--- config.mk ---
export PLATFORM = sky130hd
export DESIGN_NAME = qau_front_flat
export DESIGN_NICKNAME = d
export VERILOG_FILES = /design/src/rtl/core/qau_pkg.sv /design/src/rtl/core/qau_if.sv /design/src/rtl/core/qau_front.sv /design/src/flat_wrapper.sv
export SDC_FILE = /design/constraint.sdc
export NUM_CORES = 1
export LEC_CHECK = 0
export BUFFER_PORTS_ARGS = -buffer_cell sky130_fd_sc_hd__buf_2
export CAP_MARGIN = 20
export CORE_MARGIN = 2
export CORE_UTILIZATION = 30
export CTS_BUF_LIST = sky130_fd_sc_hd__clkbuf_8
export DETAILED_ROUTE_END_ITERATION = 16
export PLACE_DENSITY = 0.46
export SYNTH_ARGS = -nofsm -noshare
export SYNTH_HDL_FRONTEND = slang
export SYNTH_SLANG_ARGS = --single-unit
--- constraint.sdc ---
create_clock -name i_clk -period 16.4 [get_ports i_clk]
set_input_delay 0.82 -clock i_clk [delete_from_list [all_inputs] [get_ports i_clk]]
set_output_delay 0.82 -clock i_clk [all_outputs]
set_load 0.1 [all_outputs]
--- src/rtl/core/qau_pkg.sv ---
// Shared types, constants and helper functions of the quaternion arithmetic unit.
// No dependencies; every other file of the unit but qau_if imports this package.
package qau_pkg;

    localparam int WORD_W        = 32;
    localparam int FRAC_BITS_DEF = 16;
    localparam int QDEPTH        = 4;
    localparam int ROOT_STEPS    = 33;

    typedef logic [2:0] t_action;

    localparam t_action ACT_MUL    = 3'd0;
    localparam t_action ACT_MUL_CB = 3'd1;
    localparam t_action ACT_CA_MUL = 3'd2;
    localparam t_action ACT_ROT    = 3'd3;
    localparam t_action ACT_IROT   = 3'd4;
    localparam t_action ACT_NORM   = 3'd5;

    typedef enum logic [2:0] {
        K_MUL, K_MUL_CB, K_CA_MUL, K_ROT, K_IROT, K_NORM, K_ZERO
    } t_kind;

    typedef enum logic [2:0] {
        N_IDLE, N_SQ, N_ROOT, N_DIV, N_DONE
    } t_nstate;

    typedef logic signed [WORD_W-1:0] t_word;

    typedef struct {
        t_kind kind;
        t_word a [4];
        t_word b [4];
    } t_item;

    typedef struct packed {
        logic              sat;
        logic signed [31:0] v;
    } t_clip;

    typedef struct packed {
        logic idle;
        logic done;
    } t_norm_st;

    // Operand selection of the first product stage: q[i] = a[QA_IDX[i]] * b[QB_IDX[i]].
    localparam logic [1:0] QA_IDX [16] = '{2'd0, 2'd1, 2'd2, 2'd3, 2'd1, 2'd0, 2'd2, 2'd3,
                                           2'd2, 2'd0, 2'd3, 2'd1, 2'd3, 2'd0, 2'd1, 2'd2};
    localparam logic [1:0] QB_IDX [16] = '{2'd0, 2'd1, 2'd2, 2'd3, 2'd0, 2'd1, 2'd3, 2'd2,
                                           2'd0, 2'd2, 2'd1, 2'd3, 2'd0, 2'd3, 2'd2, 2'd1};
    // Operand selection of the second rotation stage: p[i] = a[PA_IDX[i]] * t[PT_IDX[i]].
    localparam logic [1:0] PA_IDX [12] = '{2'd1, 2'd0, 2'd2, 2'd3, 2'd2, 2'd0, 2'd3, 2'd1,
                                           2'd3, 2'd0, 2'd1, 2'd2};
    localparam logic [1:0] PT_IDX [12] = '{2'd0, 2'd1, 2'd3, 2'd2, 2'd0, 2'd2, 2'd1, 2'd3,
                                           2'd0, 2'd3, 2'd2, 2'd1};

    function automatic t_kind classify(input t_action act);
        t_kind k;
        case (act)
            ACT_MUL:    k = K_MUL;
            ACT_MUL_CB: k = K_MUL_CB;
            ACT_CA_MUL: k = K_CA_MUL;
            ACT_ROT:    k = K_ROT;
            ACT_IROT:   k = K_IROT;
            ACT_NORM:   k = K_NORM;
            default:    k = K_ZERO;
        endcase
        return k;
    endfunction

    function automatic t_clip clip32(input logic signed [63:0] v);
        t_clip c;
        c.sat = 1'b1;
        if (v > 64'sd2147483647) begin
            c.v = 32'sh7fffffff;
        end else if (v < -64'sd2147483648) begin
            c.v = 32'sh80000000;
        end else begin
            c.sat = 1'b0;
            c.v   = v[31:0];
        end
        return c;
    endfunction

endpackage

--- src/rtl/core/qau_if.sv ---
// Valid/ready channel interfaces for the operation beats and the result beats.
// Depends on nothing; the port widths are those of the Q16.16 fields.
interface qau_in_if;
    logic              valid;
    logic              ready;
    logic [2:0]        action;
    logic signed [31:0] a_s;
    logic signed [31:0] a_x;
    logic signed [31:0] a_y;
    logic signed [31:0] a_z;
    logic signed [31:0] b_s;
    logic signed [31:0] b_x;
    logic signed [31:0] b_y;
    logic signed [31:0] b_z;
    modport source(output valid, action, a_s, a_x, a_y, a_z, b_s, b_x, b_y, b_z,
                   input ready);
    modport sink(input valid, action, a_s, a_x, a_y, a_z, b_s, b_x, b_y, b_z,
                 output ready);
endinterface


--- src/rtl/core/qau_front.sv ---
// Front end: accepts operation beats, classifies the action and queues the item.
// Depends on qau_pkg and qau_in_if.
module qau_front import qau_pkg::*; (
    input  logic          i_clk,
    input  logic          i_rst_n,
    qau_in_if.sink        i_in,
    output t_item         o_head,
    output logic          o_head_valid,
    input  logic          i_pop
);
    localparam int PW = $clog2(QDEPTH);

    t_item          r_q [QDEPTH];
    logic [PW-1:0]  r_wp, r_rp;
    logic [PW:0]    r_cnt;
    logic           push;

    assign i_in.ready   = (r_cnt != (PW+1)'(QDEPTH));
    assign push         = i_in.valid && i_in.ready;
    assign o_head       = r_q[r_rp];
    assign o_head_valid = (r_cnt != '0);

    always_ff @(posedge i_clk) begin
        if (!i_rst_n) begin
            r_wp  <= '0;
            r_rp  <= '0;
            r_cnt <= '0;
        end else begin
            if (push) begin
                r_wp <= r_wp + 1'b1;
            end
            if (i_pop) begin
                r_rp <= r_rp + 1'b1;
            end
            if (push && !i_pop) begin
                r_cnt <= r_cnt + 1'b1;
            end else if (!push && i_pop) begin
                r_cnt <= r_cnt - 1'b1;
            end
        end
    end

    always_ff @(posedge i_clk) begin
        if (push) begin
            r_q[r_wp].kind <= classify(i_in.action);
            r_q[r_wp].a[0] <= i_in.a_s;
            r_q[r_wp].a[1] <= i_in.a_x;
            r_q[r_wp].a[2] <= i_in.a_y;
            r_q[r_wp].a[3] <= i_in.a_z;
            r_q[r_wp].b[0] <= i_in.b_s;
            r_q[r_wp].b[1] <= i_in.b_x;
            r_q[r_wp].b[2] <= i_in.b_y;
            r_q[r_wp].b[3] <= i_in.b_z;
        end
    end

endmodule

--- src/flat_wrapper.sv ---
// flat-port wrapper written by rule: the top's interface ports become plain ports
module qau_front_flat import qau_pkg::*;
  (i_clk, i_rst_n, o_head, o_head_valid, i_pop, i_in_valid, i_in_action, i_in_a_s, i_in_a_x, i_in_a_y, i_in_a_z, i_in_b_s, i_in_b_x, i_in_b_y, i_in_b_z, i_in_ready);
  qau_in_if i_in_i ();
  input  logic i_clk;
  input  logic i_rst_n;
  output t_item o_head;
  output logic o_head_valid;
  input  logic i_pop;
  input wire logic [$bits(i_in_i.valid)-1:0] i_in_valid;
  input wire logic [$bits(i_in_i.action)-1:0] i_in_action;
  input wire logic [$bits(i_in_i.a_s)-1:0] i_in_a_s;
  input wire logic [$bits(i_in_i.a_x)-1:0] i_in_a_x;
  input wire logic [$bits(i_in_i.a_y)-1:0] i_in_a_y;
  input wire logic [$bits(i_in_i.a_z)-1:0] i_in_a_z;
  input wire logic [$bits(i_in_i.b_s)-1:0] i_in_b_s;
  input wire logic [$bits(i_in_i.b_x)-1:0] i_in_b_x;
  input wire logic [$bits(i_in_i.b_y)-1:0] i_in_b_y;
  input wire logic [$bits(i_in_i.b_z)-1:0] i_in_b_z;
  output wire logic [$bits(i_in_i.ready)-1:0] i_in_ready;
  assign i_in_i.valid = i_in_valid;
  assign i_in_i.action = i_in_action;
  assign i_in_i.a_s = i_in_a_s;
  assign i_in_i.a_x = i_in_a_x;
  assign i_in_i.a_y = i_in_a_y;
  assign i_in_i.a_z = i_in_a_z;
  assign i_in_i.b_s = i_in_b_s;
  assign i_in_i.b_x = i_in_b_x;
  assign i_in_i.b_y = i_in_b_y;
  assign i_in_i.b_z = i_in_b_z;
  assign i_in_ready = i_in_i.ready;
  qau_front u_core (.i_clk(i_clk), .i_rst_n(i_rst_n), .i_in(i_in_i), .o_head(o_head), .o_head_valid(o_head_valid), .i_pop(i_pop));
endmodule
======== Word level (Yosys, flattened, before mapping) ========
Memories as Yosys holds them, arrays and structs flattened. A register that Yosys moved wholly into a read port is not among the register bits.
Cells that the tools add are included.
storage, ports and cells
  bits of input ports ..................... 263
  word-level logic and storage cells ...... 30
  memories kept ........................... 1
  RAM bits ................................ 1,036
  register bits ........................... 7
  bits in read-only memories .............. 0
  latch bits .............................. 0
  output and inout port bits .............. 261
memories
  memory      depth  bits a word  read ports  clocked after Yosys merged registers in  wr ports  RTL line         RTL
  u_core.r_q  4      259          1           1                                        1         qau_front.sv:13  t_item r_q [QDEPTH];
operators by class
  shift operators ......................... 0
  muxes and demuxes ....................... 8
  bitwise operators ....................... 0
  $mul .................................... 0
  reductions and logical operators ........ 8
  add/sub/neg operators ................... 4
  equality and inequality tests ........... 6
  order comparisons ....................... 0
  div/mod/pow operators ................... 0
operators with widths
  cell                                                  count
  case mux 3 bit (6 select lines)                       1
  two-way mux 3 bit                                     3
  equality test 3 x 2 -> 1 bit (second input constant)  2
  equality test 3 bit (second input constant)           2
  adder 2 x 1 -> 2 bit (second input constant)          2
  two-way mux 2 bit                                     2
  adder 3 x 1 -> 3 bit (second input constant)          1
  equality test 3 x 1 -> 1 bit (second input constant)  1
  logical AND 1 bit                                     3
  zero test 3 bit                                       1
  inequality test 3 bit (second input constant)         1
  nonzero test 3 bit                                    1
  subtractor 3 x 1 -> 3 bit (second input constant)     1
  zero test 1 bit                                       2
  two-way mux 1 bit                                     2
  nonzero test 2 bit                                    1

======== Logic depth before layout (Yosys ltp) ========
Gate-level depths: netlist (run 1).
  depth after elaboration ................. 6
  mapped depth ............................ 8
  gate-level depth less buffers ........... 8

======== Worst setup path after synthesis (run 1) ========
Ideal clock, no wire load.
  path type ............................... in2reg
  start point ............................. input port i_in_valid
  end point ............................... memory u_core.r_q[0][0] (netlist name), enable pin
  stages on the path ...................... 2
  path buffers ............................ 0
  data arrival time ....................... 7,130 ps
  setup time .............................. 653 ps
  data required time ...................... 15,747 ps
  setup slack ............................. 8,617 ps
  cells stage by stage .................... a21boi_1 > and2_1
on the way
  word-level cells in the longest chain between the ends .. 3
ends and longest elaborated chain
  what                                     RTL line            RTL
  start: declaration                       flat_wrapper.sv:10  input wire logic [$bits(i_in_i.valid)-1:0] i_in_valid;
  logical AND 1 bit                        qau_front.sv:19     assign push = i_in.valid && i_in.ready;
  two-way mux 1 bit                        qau_front.sv:44     if (push) begin
  two-way mux 1 bit (not written as such)  qau_front.sv:53     r_q[r_wp].b[3] <= i_in.b_z;
  end: declaration                         qau_front.sv:13
No other way between the ends.

==> results of run 1 <==
synth_stat cells, drive strengths merged:
cell type / instances
a21boi: 3
and2: 8
buf: 52
clkbuf: 9
dfxtp: 9
edfxtp: 1036
fa: 1
ha: 5
inv: 4
mux2i: 3
mux4: 259
nand2: 6
nor2: 1
nor2b: 1
o21ai: 1
or3: 2
xnor2: 2
xor2: 2
cell usage in the layout (no fill, tap or decap):
master / synthesis / final
sky130_fd_sc_hd__dfxtp_1: 9 / 7
sky130_fd_sc_hd__clkinv_8: 0 / 2
sky130_fd_sc_hd__mux2i_1: 3 / 3
sky130_fd_sc_hd__nand2_1: 6 / 6
sky130_fd_sc_hd__inv_12: 0 / 5
sky130_fd_sc_hd__buf_4: 0 / 23
sky130_fd_sc_hd__xor2_1: 2 / 2
sky130_fd_sc_hd__clkinv_1: 0 / 45
sky130_fd_sc_hd__edfxtp_1: 1036 / 1036
sky130_fd_sc_hd__mux4_2: 259 / 259
sky130_fd_sc_hd__clkinv_4: 0 / 1
sky130_fd_sc_hd__clkinv_2: 0 / 18
sky130_fd_sc_hd__nor2b_1: 1 / 1
sky130_fd_sc_hd__a21boi_1: 1 / 1
sky130_fd_sc_hd__clkbuf_8: 0 / 182
sky130_fd_sc_hd__o21ai_0: 1 / 1
sky130_fd_sc_hd__dfxtp_4: 0 / 2
sky130_fd_sc_hd__diode_2: 0 / 12
sky130_fd_sc_hd__inv_6: 0 / 4
sky130_fd_sc_hd__a21boi_0: 2 / 2
sky130_fd_sc_hd__fa_1: 1 / 1
sky130_fd_sc_hd__buf_12: 0 / 1
sky130_fd_sc_hd__nor2_1: 1 / 1
sky130_fd_sc_hd__and2_4: 0 / 4
sky130_fd_sc_hd__bufinv_16: 0 / 4
sky130_fd_sc_hd__clkinvlp_4: 0 / 1
sky130_fd_sc_hd__buf_16: 0 / 1
sky130_fd_sc_hd__or3_1: 2 / 2
sky130_fd_sc_hd__inv_8: 0 / 2
sky130_fd_sc_hd__inv_1: 4 / 70
sky130_fd_sc_hd__xnor2_1: 2 / 2
sky130_fd_sc_hd__ha_1: 5 / 5
sky130_fd_sc_hd__buf_2: 27 / 523
sky130_fd_sc_hd__and2_1: 8 / 4
through the flow:
stage	worst slack [ns]	util, %	instance area [um2]	power [mW]
4_1_cts	9.688	36.38	45620	7.331
2_1_floorplan	8.617	-	37860	4.817
3_3_place_gp	10.76	33.73	42300	5.102
5_1_grt	9.769	36.41	45670	7.500
3_5_place_dp	10.71	33.73	42300	5.120
6_report	10.45	36.42	45680	7.199
how the worst max path moves through the flow:
| stage | from | endpoint | slack, ns | cells past startpoint |
|---|---|---|---|---|
| after floorplan | i_in_valid | u_core.r_q[0][0] | 8.62 | 2 |
| after global placement | flop | o_head[239] | 10.76 | 5 |
| after detailed placement | flop | o_head[47] | 10.71 | 5 |
| after CTS | flop | o_head[47] | 9.69 | 5 |
| after global routing | flop | o_head[66] | 9.77 | 6 |
| final | flop | o_head[63] | 10.45 | 6 |
area by class of cell:
| type | instances | area, um2 |
|---|---|---|
| inverter | 4 | 15.01 |
| clock buffer | 182 | 2505 |
| antenna | 12 | 30.03 |
| sequential | 1045 | 31300 |
| multi-input combinational | 294 | 6113 |
| fill | 11590 | 79730 |
| tap | 1650 | 2064 |
| timing repair buffer | 548 | 2838 |
| clock inverter | 148 | 814.5 |
layer usage:
layer,global-route usage (%),part of all wire (%),up-vias
li1,-,-,7515
met1,15.87,40,9140
met2,21.05,48,590
met3,6.428,9.4,167
met4,4.592,1.8,54
met5,0,0.36,-
kinds of logic (layout without fill, tap and decap cells):
group / Yosys count / in the layout / synth area share [%]
flip-flops: 1045 / 1045 / 82.65
multiplexers: 262 / 262 / 15.49
buffers and inverters: 65 / 882 / 1.229
AND/OR/NAND/NOR: 18 / 18 / 0.2512
adder cells (fa/ha/maj): 6 / 6 / 0.2181
AO/OA/AOI/OAI: 4 / 4 / 0.07269
XOR/XNOR: 4 / 4 / 0.09255
other: 0 / 12 / 0
state kept, by name, summed over array words and instances (netlist names), named ones only:
register / cells
u_core.r_wp: 2
u_core.r_q: 1036
u_core.r_cnt: 3
u_core.r_rp: 2
power by group:
part	total, mW	switching (mW)	internal (mW)
clock	2.16	1.05	1.11
combinational	1.76	1.44	0.323
sequential	3.27	0.0591	3.21
==> implementation parameters, run 1 <==
Parameter                              Value

Run status
  Status ... complete, no violations

Floorplan
  Core area ... between 100000 and 150000 um2
  Floorplan row count ... 130
  Die Footprint ... about 130000 um2
  Chip Height ... around 360 um
  Initial cell density of the core ... between 30 and 40%
  DIE WIDTH ... around 360 um
  Count of boundary I/O pins ... 524

Power
  Power density of the placed cells ... approximately 160 nW/um2
  Static leakage ... approximately 15 nW
  Worst vdd rail ir drop ... approximately 0.11 mV

Worst setup path
  Crit start category ... flop
  Nature of the critical path endpoint ... output port
  CP Buf/Inv Count ... 5
  Worst reg2reg path startpoint ... u_core.r_cnt[0]
  Max incr delay on CP ... roughly 0.94 ns
  Slowest cell on the critical path ... sky130_fd_sc_hd__dfxtp_4
  Worst Path Class, Setup ... reg2out
  Worst-path cell chain ... buf_4 -> buf_16 -> buf_4 -> buf_4 -> mux4_2 -> buf_2
  Crit path top cell by count ... sky130_fd_sc_hd__buf_4
  WP data arrival ... 5.14 ns
  Worst setup slack for register-to-register paths ... ~12 ns
  Data required time at the worst endpoint ... approximately 16 ns
  Worst reg2reg path depth ... 5
  Family of cells with the greatest summed delay on the critical path ... buffers and inverters
  Crit Reg-Reg Endpoint ... u_core.r_q[1][141]
  Highest fanout seen on the critical path ... between 40 and 50

Logic synthesis
  Post-Synthesis Cells ... 1404
  Largest cells by area after synthesis ... sky130_fd_sc_hd__edfxtp_1 82%, sky130_fd_sc_hd__mux4_2 15%, sky130_fd_sc_hd__buf_6 0.74%, sky130_fd_sc_hd__dfxtp_1 0.48%, sky130_fd_sc_hd__buf_2 0.36%
  Average cell area after synthesis ... 26.96 um2
  Library cells used by synthesis ... 20
  Synth Register Bits ... 1045
  Sequential share of the synthesized area ... ~83%
  Count of warnings emitted by yosys ... 0
  Netlist area before placement ... ~38000 um2
  Proportion of netlist area held by the largest area contributor ... ~82%
  Synth area leader ... sky130_fd_sc_hd__edfxtp_1
  Number of nets in the synthesized netlist ... ~1700

Global route
  Number of global-route vias before repair ... approximately 19000
  Wire length of the first global-routing pass ... roughly 130 mm
  GR Util All Layers ... roughly an eighth
  Residual overflow from global routing ... 0
  Antenna violations before repair ... 38
  Largest net degree at the start of global routing ... between 90 and 100

Timing
  Pins Over Slew Limit ... 0
  Final period demand of the worst path ... roughly 6.0 ns
  Worst Tran Pin Value ... approximately 1.0 ns
  RSZ-0062 raised after global routing ... no
  Max Fclk ... between 150 and 200 MHz
  Worst clock skew ... approximately 0.05 ns
  Period Utilization, post-route ... a little over a third
  Count of final setup violators ... 0
  Final hold vios ... 0
  Total negative slack for setup checks ... 0 ns
  Slew margin rel. ... between 30% and 40%
  Worst hold margin ... 0.1660 ns

Clock network
  Number of hold buffers added after CTS ... 0
  CTS tree ... built
  Bufs on Longest Clock Path ... 3
  Clock latency on the worst-skew pair ... 0.87 ns
  Sink Count ... approximately 1000
  Reg clk slew, reported paths ... roughly 0.07 ns
  Post CTS Setup Buffer Count ... 0
  CTS Root Buffer Type ... sky130_fd_sc_hd__clkbuf_8
  CTS Buf Count ... 178
  Level count of the clock H-tree ... 4
  Post-cts gate resize count ... 0

Finish
  Post-route non-filler standard cell count ... approximately 3900
  Fraction of final layout cells with drive strength greater than 1 ... between 40% and 50%
  P&R area growth vs syn ... 20.65%
  Final Net Count ... 2340

Routing
  Count of unresolved DRC violations after routing ... 0
  Post-DRT Antenna Nets ... 0
  Routed via count ... between 15000 and 20000
  DR vias/cell ... ~4.5
  Drt first-iter violations ... around 1200
  Iteration count of the initial detailed-routing pass ... 5
  Sum of routed wire length over all layers ... 86.40 mm
  Routed WL per cell ... about 22 um

Worst hold path
  Cell depth of the worst min-delay path ... 1
  Endpoint with the worst hold slack ... u_core.r_q[2][94]
  Startpoint of the tightest hold check path ... i_in_b_x[30]
  Path category of the worst min-delay check ... in2reg

Run
  Total of max-cap violations ... 0

Place
  Dpl cells ... around 3500
  Routability congestion estimate from global placement ... slightly above 0.7
  DP HPWL ... 51.97 mm
  Port Buf Inserts ... about 520
No activity file was read; power rests on OpenSTA's default activity.
==> run 2, diff against run 1 <==
- PLACE_DENSITY: 0.46 -> 0.48
- clock period: 16.4 -> 4.9 ns (I/O delays scaled with it)
==> run 2 against run 1 <==
Core utilization rose by 3.2 points. Highest routed layer unchanged. Largest cell class unchanged. Largest power group unchanged. Critical endpoint is now o_head[188]. First-iteration DRC count fell by 6.6%. Critical path depth fell by 3. Cell area rose by 8.8%.
==> implementation parameters, run 2 (synthesized netlist as in run 1, its figures left out) <==
Parameter                              Value

Run status
  Status ... complete, no violations

Timing
  Max Fclk ... roughly 280 MHz
  Final period demand of the worst path ... about 3.6 ns
  Period Utilization, post-route ... roughly three quarters
  Final hold vios ... 0 (unchanged)
  Total negative slack for setup checks ... 0 ns (unchanged)
  Count of final setup violators ... 0 (unchanged)
  Slew margin rel. ... 32.89% (+1.6 points)
  Worst clock skew ... 0.02902 ns (-0.01998 ns)
  Worst Tran Pin Value ... 1.007 ns (-0.02366 ns)
  Pins Over Slew Limit ... 0 (unchanged)
  RSZ-0062 raised after global routing ... no

Finish
  Most frequent cells in the layout ... 1036 x sky130_fd_sc_hd__edfxtp_1, 523 x sky130_fd_sc_hd__buf_2, 370 x sky130_fd_sc_hd__dlygate4sd3_1
  Final Net Count ... 2747 (+17%)
  Commonest non-fill, non-tap cell in the layout ... sky130_fd_sc_hd__edfxtp_1
  Biggest regs ... u_core.r_q (1036), u_core.r_cnt (3)
  Fraction of final layout cells with drive strength greater than 1 ... 40.70% (-5.8 points)
  Max FFs per register ... 1036 (unchanged)
  Post-route non-filler standard cell count ... 4269 (+9.9%)
  P&R area growth vs syn ... 31.27%
  Largest reg by FF count ... u_core.r_q
  Final design utilization ... 39.63% (+3.2 points)

Run
  Total of max-cap violations ... 0 (unchanged)

Worst setup path
  Worst Path Class, Setup ... reg2out
  Data required time at the worst endpoint ... 4.66 ns (-10.92 ns)
  Highest fanout seen on the critical path ... 52 (+21%)
  Nature of the critical path endpoint ... output port
  Crit start category ... flop
  WP data arrival ... 3.36 ns (-1.78 ns)

Clock network
  Post CTS Setup Buffer Count ... 0 (unchanged)
  Bufs on Longest Clock Path ... 3 (unchanged)
  Number of hold buffers added after CTS ... 370 (+370)
  Level count of the clock H-tree ... 4 (unchanged)
  Sink Count ... 1045 (unchanged)
  Clock latency on the worst-skew pair ... 0.86 ns (about the same)
  CTS Buf Count ... 181 (+1.7%)
  CTS tree ... built
  CTS Root Buffer Type ... sky130_fd_sc_hd__clkbuf_8
  Reg clk slew, reported paths ... 0.06 ns (about the same)
  Post-cts gate resize count ... 0 (unchanged)

Global route
  Residual overflow from global routing ... 0 (unchanged)
  Number of global-route vias before repair ... 21310 (+12%)
  Antenna violations before repair ... 9 (-76%)
  Largest net degree at the start of global routing ... 82 (-9.9%)
  GR Util All Layers ... 13.89% (+0.57 points)
  Wire length of the first global-routing pass ... 133.6 mm (+5.3%)

Routing
  Drt first-iter violations ... 1083 (-6.6%)
  Count of unresolved DRC violations after routing ... 0 (unchanged)
  Sum of routed wire length over all layers ... 89.76 mm (+3.9%)
  Routed via count ... 19000 (+8.8%)
  Routed WL per cell ... 21.02 um (-5.5%)
  DR vias/cell ... 4.450 (-1.1%)
  Post-DRT Antenna Nets ... 0 (unchanged)
  Iteration count of the initial detailed-routing pass ... 5 (unchanged)

Power
  Switching Power ... 8.575 mW (+240%)
  Worst vdd rail ir drop ... 0.3845 mV (+260%)
  Static leakage ... 16.98 nW (+11%)
  Part of the total power dissipated in sequential elements ... 45.0% (-0.5 points)
  Clock group share of total power ... 29.3% (-0.7 points)
  Gate power share ... 25.7% (+1.2 points)
  Total internal power ... 15.75 mW (+240%)
  Switching Fraction ... 35.26% (-0.22 points)
  Power density of the placed cells ... 489.4 nW/um2 (+210%)

Place
  DP HPWL ... 54.43 mm (+4.7%)
  Port Buf Inserts ... 523 (unchanged)
  Dpl cells ... 3575 (+0.99%)
  Routability congestion estimate from global placement ... 0.7288 (+0.83%)

Floorplan
  Chip Height ... 359.2 um (unchanged)
  Count of boundary I/O pins ... 524 (unchanged)
  Floorplan row count ... 130 (unchanged)
  Initial cell density of the core ... 30.19% (unchanged)
  Core area ... 125400 um2 (unchanged)
  DIE WIDTH ... 359.2 um (unchanged)
  Die Footprint ... 129100 um2 (unchanged)

Worst hold path
  Path category of the worst min-delay check ... in2reg
run 2: per-stage QoR:
step                      hold WS (ns)  worst slack [ns]  area [um2]  total power [mW]
after floorplan                 0.3439            0.3632       37860             15.99
after global placement          0.4546             2.048       42750             17.16
after detailed placement        0.4624             2.036       42750             17.22
after CTS                   0.00009692             1.031       49690             24.74
after global routing           0.04684            0.9750       49700             25.31
final                           0.1406             1.297       49700             24.32
run 2: layout make-up:
type / instances / area [um2]
Clock buffer: 185 / 2546
Sequential cell: 1045 / 31300
Timing Repair Buffer: 952 / 6964
Fill cell: 11300 / 75710
Antenna cell: 5 / 12.51
Inverter: 4 / 15.01
Multi-Input combinational cell: 294 / 6113
Tap cell: 1650 / 2064
Clock inverter: 134 / 685.7
run 2: per-layer routing:
layer | up-vias | wire, um | track usage [%]
met2 | 550 | 45360 | 23.29
met3 | 164 | 6131 | 4.797
li1 | 8311 | - | -
met4 | 8 | 2205 | 5.179
met1 | 9966 | 36020 | 16.49
met5 | - | 43 | 0
run 2: power groups by stage:
stage                     clock network, mW  registers [mW]  logic [mW]
after floorplan                           0            11.1        4.85
after detailed placement                  0            11.1        6.09
after CTS                              7.44            11.0        6.35
after global placement                    0            11.1        6.07
after global routing                   7.82            11.0        6.49
final                                  7.13            10.9        6.25
run 2: critical path, stage by stage (launching register included):
cell and delay [ns]:
sky130_fd_sc_hd__dfxtp_4 0.99, sky130_fd_sc_hd__buf_12 0.44, sky130_fd_sc_hd__mux4_2 0.61, sky130_fd_sc_hd__buf_2 0.32
run 2: path summary, 6_finish.rpt:
path / depth (start not counted) / from / slack [ns] / to
setup / recovery: 3 / flop / 1.30 / o_head[188]
hold / removal: 2 / i_in_b_x[29] / 0.14 / u_core.r_q[0][93]
setup reg to reg: 4 / u_core.r_cnt[0] / 2.11 / u_core.r_q[2][177]
hold reg to reg: 2 / u_core.r_wp[0] / 0.51 / u_core.r_wp[0]
==> run 3, diff against run 2 <==
- PLACE_DENSITY: 0.48 -> 0.46
- clock period: 4.9 -> 3.78 ns (I/O delays scaled with it)
==> run 3 against run 2 <==
Clock power increased by 28%. Sequential power increased by 30%. Setup slack worse by 0.75 ns. Core utilization increased by 0.81 points. Clock skew increased by 0.013 ns. Wire length grew 1.9%. Global-route usage grew 0.23 points. Clock-buffer cell count decreased by 7.
==> implementation parameters, run 3 (synthesized netlist as in run 1, its figures left out) <==
Parameter                              Value

Finish
  Most frequent cells in the layout ... 1036 x sky130_fd_sc_hd__edfxtp_1, 523 x sky130_fd_sc_hd__buf_2, 446 x sky130_fd_sc_hd__dlygate4sd3_1
  P&R area growth vs syn ... 33.97%
  Biggest regs ... u_core.r_q (1036), u_core.r_cnt (3)
  Storage cell area ... 31300 um2 (unchanged)
  Largest reg by FF count ... u_core.r_q
  Fillers ... 11220 (-0.63%)
  Fin area ... 50720 um2 (+2.1%)
  Footprint of the multi-input gates ... 6113 um2 (unchanged)
  Final Net Count ... 2841 (+3.4%)
  Fraction of final layout cells with drive strength greater than 1 ... 40.11% (-0.59 points)
  Commonest non-fill, non-tap cell in the layout ... sky130_fd_sc_hd__edfxtp_1
  Final design utilization ... 40.44% (+0.81 points)
  Max FFs per register ... 1036 (unchanged)

Worst setup path
  CP Buf/Inv Count ... 3 (+1)
  Highest fanout seen on the critical path ... 26 (-50%)
  Nature of the critical path endpoint ... output port
  Crit start category ... flop
  Worst Path Class, Setup ... reg2out
  WP data arrival ... 3.05 ns (-0.31 ns)
  Worst-path cell chain ... buf_12 -> buf_12 -> mux4_2 -> buf_2
  Crit path top cell by count ... sky130_fd_sc_hd__buf_12
  Max incr delay on CP ... 0.67 ns (-0.32 ns)
  Slowest cell on the critical path ... sky130_fd_sc_hd__dfxtp_4
  Data required time at the worst endpoint ... 3.59 ns (-1.07 ns)
  Family of cells with the greatest summed delay on the critical path ... buffers and inverters

Clock network
  CTS Root Buffer Type ... sky130_fd_sc_hd__clkbuf_8
  Bufs on Longest Clock Path ... 3 (unchanged)
  Post-cts gate resize count ... 0 (unchanged)
  Level count of the clock H-tree ... 4 (unchanged)
  Sink Count ... 1045 (unchanged)
  CTS tree ... built
  Post CTS Setup Buffer Count ... 0 (unchanged)
  Clock latency on the worst-skew pair ... 0.89 ns (+0.03 ns)
  Reg clk slew, reported paths ... 0.06 ns (about the same)
  CTS Buf Count ... 177 (-2.2%)

Timing
  Max Fclk ... 309.1 MHz
  Worst hold margin ... 0.1197 ns (-0.02090 ns)
  Count of final setup violators ... 0 (unchanged)
  Final period demand of the worst path ... ~3.2 ns
  Final hold vios ... 0 (unchanged)
  Pins Over Slew Limit ... 0 (unchanged)
  Worst clock skew ... 0.04239 ns (+0.01338 ns)
  Slew margin rel. ... 42.85% (+10 points)
  Period Utilization, post-route ... ~86%
  Worst Tran Pin Value ... 0.8573 ns (-0.1494 ns)
  RSZ-0062 raised after global routing ... no

Place
  DP HPWL ... 57.19 mm (+5.1%)
  Routability congestion estimate from global placement ... 0.7303 (+0.21%)
  Port Buf Inserts ... 523 (unchanged)
  Placed cell areas ... 43050 um2 (+0.71%)

Global route
  Residual overflow from global routing ... 0 (unchanged)
  GR Util All Layers ... 14.12% (+0.23 points)
  Number of global-route vias before repair ... 21650 (+1.6%)
  Largest net degree at the start of global routing ... 80 (-2.4%)
  Wire length of the first global-routing pass ... 136.6 mm (+2.2%)
  Antenna violations before repair ... 11 (+2)

Floorplan
  Core area ... 125400 um2 (unchanged)
  Die Footprint ... 129100 um2 (unchanged)
  Floorplan row count ... 130 (unchanged)
  Count of boundary I/O pins ... 524 (unchanged)
  Initial cell density of the core ... 30.19% (unchanged)
  Chip Height ... 359.2 um (unchanged)
  DIE WIDTH ... 359.2 um (unchanged)

Worst hold path
  Path category of the worst min-delay check ... in2reg

Routing
  Post-DRT Antenna Nets ... 0 (unchanged)
  Routed via count ... 19320 (+1.7%)
  Routed WL per cell ... 20.95 um (-0.35%)
  Sum of routed wire length over all layers ... 91.46 mm (+1.9%)
  Count of unresolved DRC violations after routing ... 0 (unchanged)
  DR vias/cell ... 4.426 (-0.56%)
  Iteration count of the initial detailed-routing pass ... 5 (unchanged)
  Drt first-iter violations ... 1203 (+11%)

Run
  Total of max-cap violations ... 0 (unchanged)

Power
  Worst vdd rail ir drop ... 0.3857 mV (+0.32%)
  Power density of the placed cells ... 622.7 nW/um2 (+27%)
  Static leakage ... 17.41 nW (+2.5%)

Run status
  Status ... complete, no violations
## run 3: what timing repair did
item,4_1_cts,5_1_grt
setup endpoints to repair,0,0
hold buffers,446,0
hold endpoints to repair,1045,0
## run 3: worst paths after layout
path                                       from                  to  slack [ns]  depth (start not counted)
worst min-delay path               i_in_b_y[23]   u_core.r_q[0][55]        0.12                          2
worst max register to register  u_core.r_cnt[0]  u_core.r_q[3][143]        1.20                          4
worst max-delay path                       flop         o_head[140]        0.54                          4
worst min register to register   u_core.r_wp[0]      u_core.r_wp[0]        0.52                          2
## run 3: layer usage
| metal | global-route usage, % | part of all wire, % |
|---|---|---|
| met3 | 4.603 | 6.5 |
| met5 | 0 | 0.084 |
| met4 | 4.534 | 2.0 |
| met2 | 23.45 | 50 |
| met1 | 17.45 | 42 |
## run 3: power by group
part	internal, mW	switching, mW	total (mW)
logic	1.87	6.41	8.28
clock network	4.57	4.56	9.13
registers	13.9	0.248	14.2
## run 3: worst register-to-register path, stage by stage, from the launching register on
cell and delay [ns]:
sky130_fd_sc_hd__dfxtp_1 0.42, sky130_fd_sc_hd__nor2_1 0.09, sky130_fd_sc_hd__a21boi_1 0.51, sky130_fd_sc_hd__and2_4 0.62
sky130_fd_sc_hd__buf_4 0.53
## run 3: layout make-up
cell class / instances / area share [%]
Sequential cell: 1045 / 61.71
Timing Repair Buffer: 1050 / 15.83
Multi-Input combinational cell: 294 / 12.05
Clock buffer: 178 / 4.830
Tap cell: 1650 / 4.070
Clock inverter: 139 / 1.455
Inverter: 4 / 0.02960
Antenna cell: 5 / 0.02467
## run 3: per-stage QoR
step,setup WS [ns],setup TNS [ns],std cells,power (mW)
detailed placement,1.156,0,3597,22.43
global route,0.3048,0,4364,32.88
CTS,0.3164,0,4360,32.11
global placement,1.209,0,3597,22.35
finish,0.5450,0,4365,31.58
floorplan,-0.7568,-784.02,1404,20.73
